`config.mk`:
```
export PLATFORM = sky130hd
export DESIGN_NAME = stepped_pwm_voltage_regulator_top_flat
export DESIGN_NICKNAME = d
export VERILOG_FILES = /design/src/rtl/spv_pkg.sv /design/src/rtl/spv_if.sv /design/src/rtl/spv_cfg.sv /design/src/rtl/spv_core.sv /design/src/rtl/stepped_pwm_voltage_regulator_top.sv /design/src/flat_wrapper.sv
export SDC_FILE = /design/constraint.sdc
export NUM_CORES = 1
export LEC_CHECK = 0
export BUFFER_PORTS_ARGS = -buffer_cell sky130_fd_sc_hd__buf_4
export CELL_PAD_IN_SITES_DETAIL_PLACEMENT = 1
export CELL_PAD_IN_SITES_GLOBAL_PLACEMENT = 1
export CORE_AREA = 3 3 159 161
export CTS_CLUSTER_DIAMETER = 100
export DETAILED_ROUTE_END_ITERATION = 7
export DIE_AREA = 0 0 162 164
export PLACE_DENSITY_LB_ADDON = 0.1
export SKIP_CTS_REPAIR_TIMING = 1
export SLEW_MARGIN = 20
export SYNTH_ARGS = -nofsm -noshare
export SYNTH_HDL_FRONTEND = slang
export SYNTH_SLANG_ARGS = --single-unit
```
`constraint.sdc`:
```
create_clock -name clk -period 21.1 [get_ports clk]
set_clock_uncertainty 0.1 [all_clocks]
set_input_delay 2.11 -clock clk [delete_from_list [all_inputs] [get_ports clk]]
set_output_delay 2.11 -clock clk [all_outputs]
set_load 0.005 [all_outputs]
```
`src/rtl/spv_pkg.sv`:
```
// Shared types and constants for the stepped PWM voltage regulator.
package spv_pkg;

  localparam int MV_W   = 15;
  localparam int DUTY_W = 10;
  localparam int ADDR_W = 5;
  localparam int DATA_W = 32;
  localparam int STEP_W = 3;

  localparam logic [2:0] REG_TARGET = 3'd0;
  localparam logic [2:0] REG_HOLD   = 3'd1;
  localparam logic [2:0] REG_DEAD   = 3'd2;
  localparam logic [2:0] REG_COARSE = 3'd3;
  localparam logic [2:0] REG_MEDIUM = 3'd4;
  localparam logic [2:0] REG_DMAX   = 3'd5;
  localparam logic [2:0] REG_DMIN   = 3'd6;

  localparam logic [MV_W-1:0]   TARGET_RST = 15'd24000;
  localparam logic [MV_W-1:0]   HOLD_RST   = 15'd100;
  localparam logic [MV_W-1:0]   DEAD_RST   = 15'd50;
  localparam logic [MV_W-1:0]   COARSE_RST = 15'd1000;
  localparam logic [MV_W-1:0]   MEDIUM_RST = 15'd200;
  localparam logic [DUTY_W-1:0] DMAX_RST   = 10'd550;
  localparam logic [DUTY_W-1:0] DMIN_RST   = 10'd6;
  localparam logic [DUTY_W-1:0] LEVEL_RST  = 10'd8;

  localparam logic [STEP_W-1:0] STEP_COARSE = 3'd6;
  localparam logic [STEP_W-1:0] STEP_MEDIUM = 3'd2;
  localparam logic [STEP_W-1:0] STEP_FINE   = 3'd1;

  typedef struct packed {
    logic [MV_W-1:0]   target_mv;
    logic [MV_W-1:0]   hold_band_mv;
    logic [MV_W-1:0]   dead_band_mv;
    logic [MV_W-1:0]   coarse_threshold_mv;
    logic [MV_W-1:0]   medium_threshold_mv;
    logic [DUTY_W-1:0] duty_max;
    logic [DUTY_W-1:0] duty_min;
  } cfg_t;

  typedef struct packed {
    logic [DUTY_W-1:0] compare_value;
    logic              in_band;
  } res_t;

endpackage

```
`src/rtl/spv_if.sv`:
```
// Valid/ready channel interfaces for samples and results.
interface spv_sample_if;
  import spv_pkg::*;
  logic            valid;
  logic            ready;
  logic [MV_W-1:0] measured_mv;
  modport source (output valid, output measured_mv, input ready);
  modport sink (input valid, input measured_mv, output ready);
endinterface

interface spv_result_if;
  import spv_pkg::*;
  logic              valid;
  logic              ready;
  logic [DUTY_W-1:0] compare_value;
  logic              in_band;
  modport source (output valid, output compare_value, output in_band, input ready);
  modport sink (input valid, input compare_value, input in_band, output ready);
endinterface

```
`src/rtl/spv_cfg.sv`:
```
// APB register bank holding the regulator thresholds and clamps.
module spv_cfg (
  input  logic                        clk,
  input  logic                        rst,
  input  logic                        psel,
  input  logic                        penable,
  input  logic                        pwrite,
  input  logic [spv_pkg::ADDR_W-1:0]  paddr,
  input  logic [spv_pkg::DATA_W-1:0]  pwdata,
  output logic [spv_pkg::DATA_W-1:0]  prdata,
  output logic                        pready,
  output spv_pkg::cfg_t               cfg
);
  import spv_pkg::*;

  logic [2:0] idx;
  logic       wr;

  assign idx    = paddr[ADDR_W-1:2];
  assign wr     = psel && penable && pwrite;
  assign pready = 1'b1;

  always_ff @(posedge clk) begin
    if (rst) begin
      cfg.target_mv           <= TARGET_RST;
      cfg.hold_band_mv        <= HOLD_RST;
      cfg.dead_band_mv        <= DEAD_RST;
      cfg.coarse_threshold_mv <= COARSE_RST;
      cfg.medium_threshold_mv <= MEDIUM_RST;
      cfg.duty_max            <= DMAX_RST;
      cfg.duty_min            <= DMIN_RST;
    end else if (wr) begin
      case (idx)
        REG_TARGET: cfg.target_mv           <= pwdata[MV_W-1:0];
        REG_HOLD:   cfg.hold_band_mv        <= pwdata[MV_W-1:0];
        REG_DEAD:   cfg.dead_band_mv        <= pwdata[MV_W-1:0];
        REG_COARSE: cfg.coarse_threshold_mv <= pwdata[MV_W-1:0];
        REG_MEDIUM: cfg.medium_threshold_mv <= pwdata[MV_W-1:0];
        REG_DMAX:   cfg.duty_max            <= pwdata[DUTY_W-1:0];
        REG_DMIN:   cfg.duty_min            <= pwdata[DUTY_W-1:0];
        default: ;
      endcase
    end
  end

  always_comb begin
    prdata = '0;
    case (idx)
      REG_TARGET: prdata = {{(DATA_W-MV_W){1'b0}}, cfg.target_mv};
      REG_HOLD:   prdata = {{(DATA_W-MV_W){1'b0}}, cfg.hold_band_mv};
      REG_DEAD:   prdata = {{(DATA_W-MV_W){1'b0}}, cfg.dead_band_mv};
      REG_COARSE: prdata = {{(DATA_W-MV_W){1'b0}}, cfg.coarse_threshold_mv};
      REG_MEDIUM: prdata = {{(DATA_W-MV_W){1'b0}}, cfg.medium_threshold_mv};
      REG_DMAX:   prdata = {{(DATA_W-DUTY_W){1'b0}}, cfg.duty_max};
      REG_DMIN:   prdata = {{(DATA_W-DUTY_W){1'b0}}, cfg.duty_min};
      default:    prdata = '0;
    endcase
  end

endmodule

```
`src/rtl/spv_core.sv`:
```
// Error evaluation, duty stepping, clamping and hold latch state.
module spv_core (
  input  logic                      clk,
  input  logic                      rst,
  input  spv_pkg::cfg_t             cfg,
  input  logic                      advance,
  input  logic [spv_pkg::MV_W-1:0]  measured_mv,
  output spv_pkg::res_t             res,
  output logic                      hold_hit,
  output logic                      locked
);
  import spv_pkg::*;

  logic [DUTY_W-1:0]        drive_level;
  logic [DUTY_W-1:0]        held_level;
  logic [DUTY_W-1:0]        drive_level_next;
  logic signed [MV_W:0]     err;
  logic signed [MV_W:0]     neg_err;
  logic signed [MV_W:0]     dead_pos;
  logic signed [MV_W:0]     dead_neg;
  logic [MV_W-1:0]          mag;
  logic [STEP_W-1:0]        step;
  logic signed [DUTY_W+1:0] level;
  logic signed [DUTY_W+1:0] lim_max;
  logic signed [DUTY_W+1:0] lim_min;
  logic signed [DUTY_W+1:0] level_hi;

  always_comb begin
    err      = $signed({1'b0, cfg.target_mv}) - $signed({1'b0, measured_mv});
    neg_err  = -err;
    mag      = err[MV_W] ? neg_err[MV_W-1:0] : err[MV_W-1:0];
    hold_hit = (mag <= cfg.hold_band_mv);
    dead_pos = $signed({1'b0, cfg.dead_band_mv});
    dead_neg = -dead_pos;

    if (mag > cfg.coarse_threshold_mv) begin
      step = STEP_COARSE;
    end else if (mag > cfg.medium_threshold_mv) begin
      step = STEP_MEDIUM;
    end else begin
      step = STEP_FINE;
    end

    level = $signed({2'b00, drive_level});
    if (err > dead_pos) begin
      level = level + $signed({{(DUTY_W-STEP_W+2){1'b0}}, step});
    end else if (err < dead_neg) begin
      level = level - $signed({{(DUTY_W-STEP_W+2){1'b0}}, step});
    end

    lim_max  = $signed({2'b00, cfg.duty_max});
    lim_min  = $signed({2'b00, cfg.duty_min});
    level_hi = (level > lim_max) ? lim_max : level;
    drive_level_next = (level_hi < lim_min) ? cfg.duty_min : level_hi[DUTY_W-1:0];

    if (hold_hit) begin
      res.compare_value = locked ? held_level : drive_level;
      res.in_band       = 1'b1;
    end else begin
      res.compare_value = drive_level_next;
      res.in_band       = 1'b0;
    end
  end

  always_ff @(posedge clk) begin
    if (rst) begin
      drive_level <= LEVEL_RST;
      held_level  <= LEVEL_RST;
      locked      <= 1'b0;
    end else if (advance) begin
      if (hold_hit) begin
        if (!locked) begin
          held_level <= drive_level;
          locked     <= 1'b1;
        end
      end else begin
        locked      <= 1'b0;
        drive_level <= drive_level_next;
      end
    end
  end

endmodule

```
`src/rtl/stepped_pwm_voltage_regulator_top.sv`:
```
// Top level of the stepped PWM voltage regulator.
//
//   Port      Dir    Beat contents
//   sample    in     measured_mv (15 b, mV)
//   result    out    compare_value (10 b), in_band (1 b)
//   APB       in/out register writes and reads, 32-bit data
//
// One beat per cycle sustained while the result side accepts; a sample is
// taken into the input register, then its result is loaded from spv_core
// (as the core's drive level updates) into the result register and offered.
// The drive level loop closes through the drive_level register in spv_core.
// Synchronous reset clears valids, core state and config registers; the data
// registers are not reset. A stalled result holds the input register, which
// takes beats while empty or handing its sample on in the same cycle.
module stepped_pwm_voltage_regulator_top (
  input  logic                        clk,
  input  logic                        rst,
  spv_sample_if.sink                  sample,
  spv_result_if.source                result,
  input  logic                        psel,
  input  logic                        penable,
  input  logic                        pwrite,
  input  logic [spv_pkg::ADDR_W-1:0]  paddr,
  input  logic [spv_pkg::DATA_W-1:0]  pwdata,
  output logic [spv_pkg::DATA_W-1:0]  prdata,
  output logic                        pready
);
  import spv_pkg::*;

  cfg_t            cfg;
  res_t            core_res;
  res_t            out_res;
  logic            out_valid;
  logic            s1_valid;
  logic [MV_W-1:0] s1_meas;
  logic            s1_adv;
  logic            hold_hit;
  logic            locked;

  spv_cfg u_cfg (
    .clk     (clk),
    .rst     (rst),
    .psel    (psel),
    .penable (penable),
    .pwrite  (pwrite),
    .paddr   (paddr),
    .pwdata  (pwdata),
    .prdata  (prdata),
    .pready  (pready),
    .cfg     (cfg)
  );

  spv_core u_core (
    .clk         (clk),
    .rst         (rst),
    .cfg         (cfg),
    .advance     (s1_adv),
    .measured_mv (s1_meas),
    .res         (core_res),
    .hold_hit    (hold_hit),
    .locked      (locked)
  );

  assign s1_adv       = s1_valid && (!out_valid || result.ready);
  assign sample.ready = !s1_valid || s1_adv;

  always_ff @(posedge clk) begin
    if (rst) begin
      s1_valid  <= 1'b0;
      out_valid <= 1'b0;
    end else begin
      if (sample.ready) begin
        s1_valid <= sample.valid;
      end
      if (s1_adv) begin
        out_valid <= 1'b1;
      end else if (result.ready) begin
        out_valid <= 1'b0;
      end
    end
  end

  always_ff @(posedge clk) begin
    if (sample.valid && sample.ready) begin
      s1_meas <= sample.measured_mv;
    end
    if (s1_adv) begin
      out_res <= core_res;
    end
  end

  assign result.valid         = out_valid;
  assign result.compare_value = out_res.compare_value;
  assign result.in_band       = out_res.in_band;

  a_s1_hold: assert property (@(posedge clk) disable iff (rst)
    s1_valid && !s1_adv |=> s1_valid)
    else $error("input register dropped a waiting sample");

  a_out_load: assert property (@(posedge clk) disable iff (rst)
    s1_adv |=> out_valid)
    else $error("result register not loaded after advance");

  a_lock_set: assert property (@(posedge clk) disable iff (rst)
    s1_adv && hold_hit |=> locked)
    else $error("hold latch not set after an in-band sample");

  a_lock_clr: assert property (@(posedge clk) disable iff (rst)
    s1_adv && !hold_hit |=> !locked)
    else $error("hold latch not cleared after an out-of-band sample");

endmodule
```
`src/flat_wrapper.sv`:
```
// flat-port wrapper written by rule: the top's interface ports become plain ports
module stepped_pwm_voltage_regulator_top_flat import spv_pkg::*;
  (clk, rst, psel, penable, pwrite, paddr, pwdata, prdata, pready, sample_valid, sample_measured_mv, sample_ready, result_valid, result_compare_value, result_in_band, result_ready);
  spv_sample_if sample_i ();
  spv_result_if result_i ();
  input  logic clk;
  input  logic rst;
  input  logic psel;
  input  logic penable;
  input  logic pwrite;
  input  logic [spv_pkg::ADDR_W-1:0] paddr;
  input  logic [spv_pkg::DATA_W-1:0] pwdata;
  output logic [spv_pkg::DATA_W-1:0] prdata;
  output logic pready;
  input wire logic [$bits(sample_i.valid)-1:0] sample_valid;
  input wire logic [$bits(sample_i.measured_mv)-1:0] sample_measured_mv;
  output wire logic [$bits(sample_i.ready)-1:0] sample_ready;
  output wire logic [$bits(result_i.valid)-1:0] result_valid;
  output wire logic [$bits(result_i.compare_value)-1:0] result_compare_value;
  output wire logic [$bits(result_i.in_band)-1:0] result_in_band;
  input wire logic [$bits(result_i.ready)-1:0] result_ready;
  assign sample_i.valid = sample_valid;
  assign sample_i.measured_mv = sample_measured_mv;
  assign sample_ready = sample_i.ready;
  assign result_valid = result_i.valid;
  assign result_compare_value = result_i.compare_value;
  assign result_in_band = result_i.in_band;
  assign result_i.ready = result_ready;
  stepped_pwm_voltage_regulator_top u_core (.clk(clk), .rst(rst), .sample(sample_i), .result(result_i), .psel(psel), .penable(penable), .pwrite(pwrite), .paddr(paddr), .pwdata(pwdata), .prdata(prdata), .pready(pready));
endmodule
```
==> reports/qor.tcl <==
set qor(run_status) {finished, final reports clean}
set qor(place_area_sq_mm) 0.0114
set qor(first_pass_iters) 5
set qor(r2r-start) {u_core.u_cfg.cfg[87]}
set qor(setup_ws_ps) 9320
set qor(routabilityCongestion) 0.875
set qor(yosys_warnings) 0
set qor(grt_pass1_vias) 9397
set qor(cell_depth_of_the_worst_min_delay_path) 2
set qor(clock_path_buffers) 2
set qor(final_common_cell) {nand2_1}
set qor(syn_inst) 1327
set qor(timing.max_cap.violations) 0
set qor(post-place-ws_ps) 9440
set qor(ioPinCount) 105
set qor(synthesis.area_per_instance_sq_um) 8.13
set qor(number_of_antenna_violations_at_the_first_check_in_global_routing) 0
set qor(final_hold_viol_count) 0
set qor(synth.largest_area_cell) {dfxtp_1}
set qor(synth_async_sr_flop_share_pct) 0
set qor(layout_common_cells) {nand2_1, inv_1, dfxtp_1, ha_1, a21oi_1}
set qor(setup.worst_path.start_class) {register}
set qor(finalInstanceArea_sq_mm) 0.0120
set qor(worst-path-max-fanout) 21
set qor(die_h_microns) 164
set qor(final_nets) 1529
set qor(period_needed_ps) 11780
set qor(timing.critical_path.to_type) {register}
set qor(gr-usage-all-layers_pct) 26.1
set qor(synth.cell_area_sq_mm) 0.0108
set qor(total_congestion_overflow) 0
set qor(num_vias) 9626
set qor(timing.critical_path.required_ps) 21150
set qor(finalSetupViolations) 0
set qor(synth_cell_type_count) 72
set qor(num-fill-cells) 2955
set qor(fp.dieArea_sq_mm) 0.0266
set qor(critical_path_class) {register to register}
set qor(antenna_cells_inserted) 0
set qor(clock_sink_count) 144
set qor(hold_path_startpoint) {u_core.u_cfg.cfg[28]}
set qor(syn2layout_area_growth_pct) 11.5
set qor(timing.fmax_mhz) 84.9
set qor(crit_top_cell) {a21oi_1}
set qor(placeableCoreArea_sq_mm) 0.0241
set qor(post-synth-top-area-fraction_pct) 21.9
set qor(io_buffer_count) 67
set qor(grt_max_degree) 74
set qor(total_leakage_power_uw) 0.00499
set qor(timing.critical_path.from) {u_core.u_cfg.cfg[87]}
set qor(hpwl_microns) 26600
set qor(drt-initial-drc-count) 541
set qor(timing_worst_slew_pin_value_ps) 855
set qor(critPathArrivalTime_ps) 11830
set qor(drc) 0
set qor(totalPowerFinal_uw) 1000
set qor(worst-r2r-cell-count) 54
set qor(cts_tree) {built}
set qor(ant_nets) 0
set qor(core.rowCount) 57
set qor(grt_pass1_wl_microns) 53400
set qor(synth-main-ff-cell) {dfxtp_1}
set qor(die_w_microns) 162
set qor(grt_setup_unrepaired) {false}
set qor(power.density_cell_area_mw_per_mm2) 83.2
set qor(routed_wl_microns) 34500
set qor(finalMaxSlewViolations) 0
set qor(highest_ir_drop_seen_on_vdd_v) 0.0000403
set qor(slew-limit-headroom_pct) 43.0
set qor(synth-edff-count) 26
set qor(cts.clk_slew.worst_paths_ps) 70
set qor(critical_path.slowest_cell) {o22ai_1}
set qor(max_stage_delay_ps) 510
set qor(floorplan.initialDensity_pct) 44.7
set qor(drive_above_1_share_pct) 10.8
set qor(synth_top_cells_by_area) {dfxtp_1, ha_1, edfxtp_1}
set qor(clkLatencyLatePin_ps) 440
set qor(drt-vias-per-instance) 5.69
set qor(final_core_utilization_pct) 49.9
set qor(synth_seq_cells) 144
set qor(synth_seq_area_share_pct) 29.1
set qor(tightest_hold_check_type) {register to register}
set qor(cts_buffers) 17
set qor(root_buffer) {clkbuf_16}
set qor(fin_crit_sh_pct) 55.8
set qor(htreeDepth) 4
set qor(avg_wl_per_cell_microns) 20.4
set qor(fin_tns_setup_ps) 0
## routing by layer
metal  GRT usage (%)  vias to the layer above  part of all wire, %  routed length, microns
met5               0                        -                    0                       0
met4            7.06                        0                  1.8                     631
met3            3.81                       38                  4.2                    1460
met2            40.8                      197                   45                   15600
met1            37.7                     4713                   49                   16900
li1                -                     4678                    -                       -
## final timing paths
kind                                     to  slack, ps
min reg2reg            u_core.u_cfg.cfg[28]        360
max reg2reg  u_core.result.compare_value[4]       9320
min                    u_core.u_cfg.cfg[28]        360
max          u_core.result.compare_value[4]       9320
## cell families after synthesis
family          count (synthesis)  share of synthesized area (%)
simple gates                  447                           19.4
compound gates                298                           18.1
buf+inv                       203                           7.89
flops                         144                           29.1
fa+ha+maj                     116                           13.6
mux                            75                           8.34
xor+xnor                       42                           3.41
other cells                     2                         0.0696
## area by class of cell
cell class	count	area, sq um	area share (%)
Clock buffer	19	454	3.78
Timing Repair Buffer	75	563	4.68
Sequential cell	144	3140	26.1
Inverter	121	454	3.78
Clock inverter	13	136	1.13
Multi-Input combinational cell	996	6870	57.1
Tap cell	324	405	3.37
## cells in the mapped netlist (5+ instances only)
| library cell | count |
|---|---|
| nand2_1 | 189 |
| inv_1 | 121 |
| dfxtp_1 | 118 |
| ha_1 | 112 |
| a21oi_1 | 99 |
| nor2_1 | 90 |
| clkbuf_1 | 51 |
| o21ai_0 | 49 |
| mux2i_1 | 46 |
| nand3_1 | 30 |
| xnor2_1 | 29 |
| a211o_1 | 26 |
| edfxtp_1 | 26 |
| a21o_1 | 22 |
| nor2b_1 | 22 |
| nor3_1 | 21 |
| mux2_2 | 19 |
| buf_4 | 18 |
| nand2b_1 | 17 |
| nand4_1 | 17 |
| o21a_1 | 17 |
| xor2_1 | 13 |
| or3_1 | 12 |
| o211ai_1 | 11 |
| mux4_2 | 10 |
| and3_1 | 8 |
| nand3b_1 | 8 |
| nor4_1 | 8 |
| o31ai_1 | 8 |
| o221ai_1 | 7 |
| a31oi_1 | 6 |
| buf_1 | 6 |
| o21ai_1 | 6 |
| or2_2 | 6 |
| buf_2 | 5 |
## worst max-delay path: cells and delay by family (launching register included)
kind	cells	cell delay, ps
XOR/XNOR	1	260
adder cells (fa/ha/maj)	5	1670
AO/OA/AOI/OAI	29	6060
buffers and inverters	2	300
multiplexers	2	600
AND/OR/NAND/NOR	15	2150
flip-flops	1	350
## power breakdown
group	internal, uW	leakage (uW)	switching, uW
logic	144	0.00350	233
clock network	181	0.000284	131
registers	300	0.00121	13.0
## sequential cells by signal (all words and copies together), names as in the netlist
signal and count:
u_core.u_core.held_level 10, u_core.u_cfg.cfg 95, u_core.result.valid 1, u_core.result.in_band 1, u_core.u_core.drive_level 10, u_core.result.compare_value 10, u_core.s1_valid 1, u_core.s1_meas 15
u_core.u_core.locked 1
## through the flow
stage | instances | hold slack, ps
after floorplan | 1343 | 336
after global placement | 1660 | 342
after detailed placement | 1660 | 356
after CTS | 1692 | 364
after global routing | 1692 | 392
final | 1692 | 364
No activity file was read; power rests on OpenSTA's default activity.
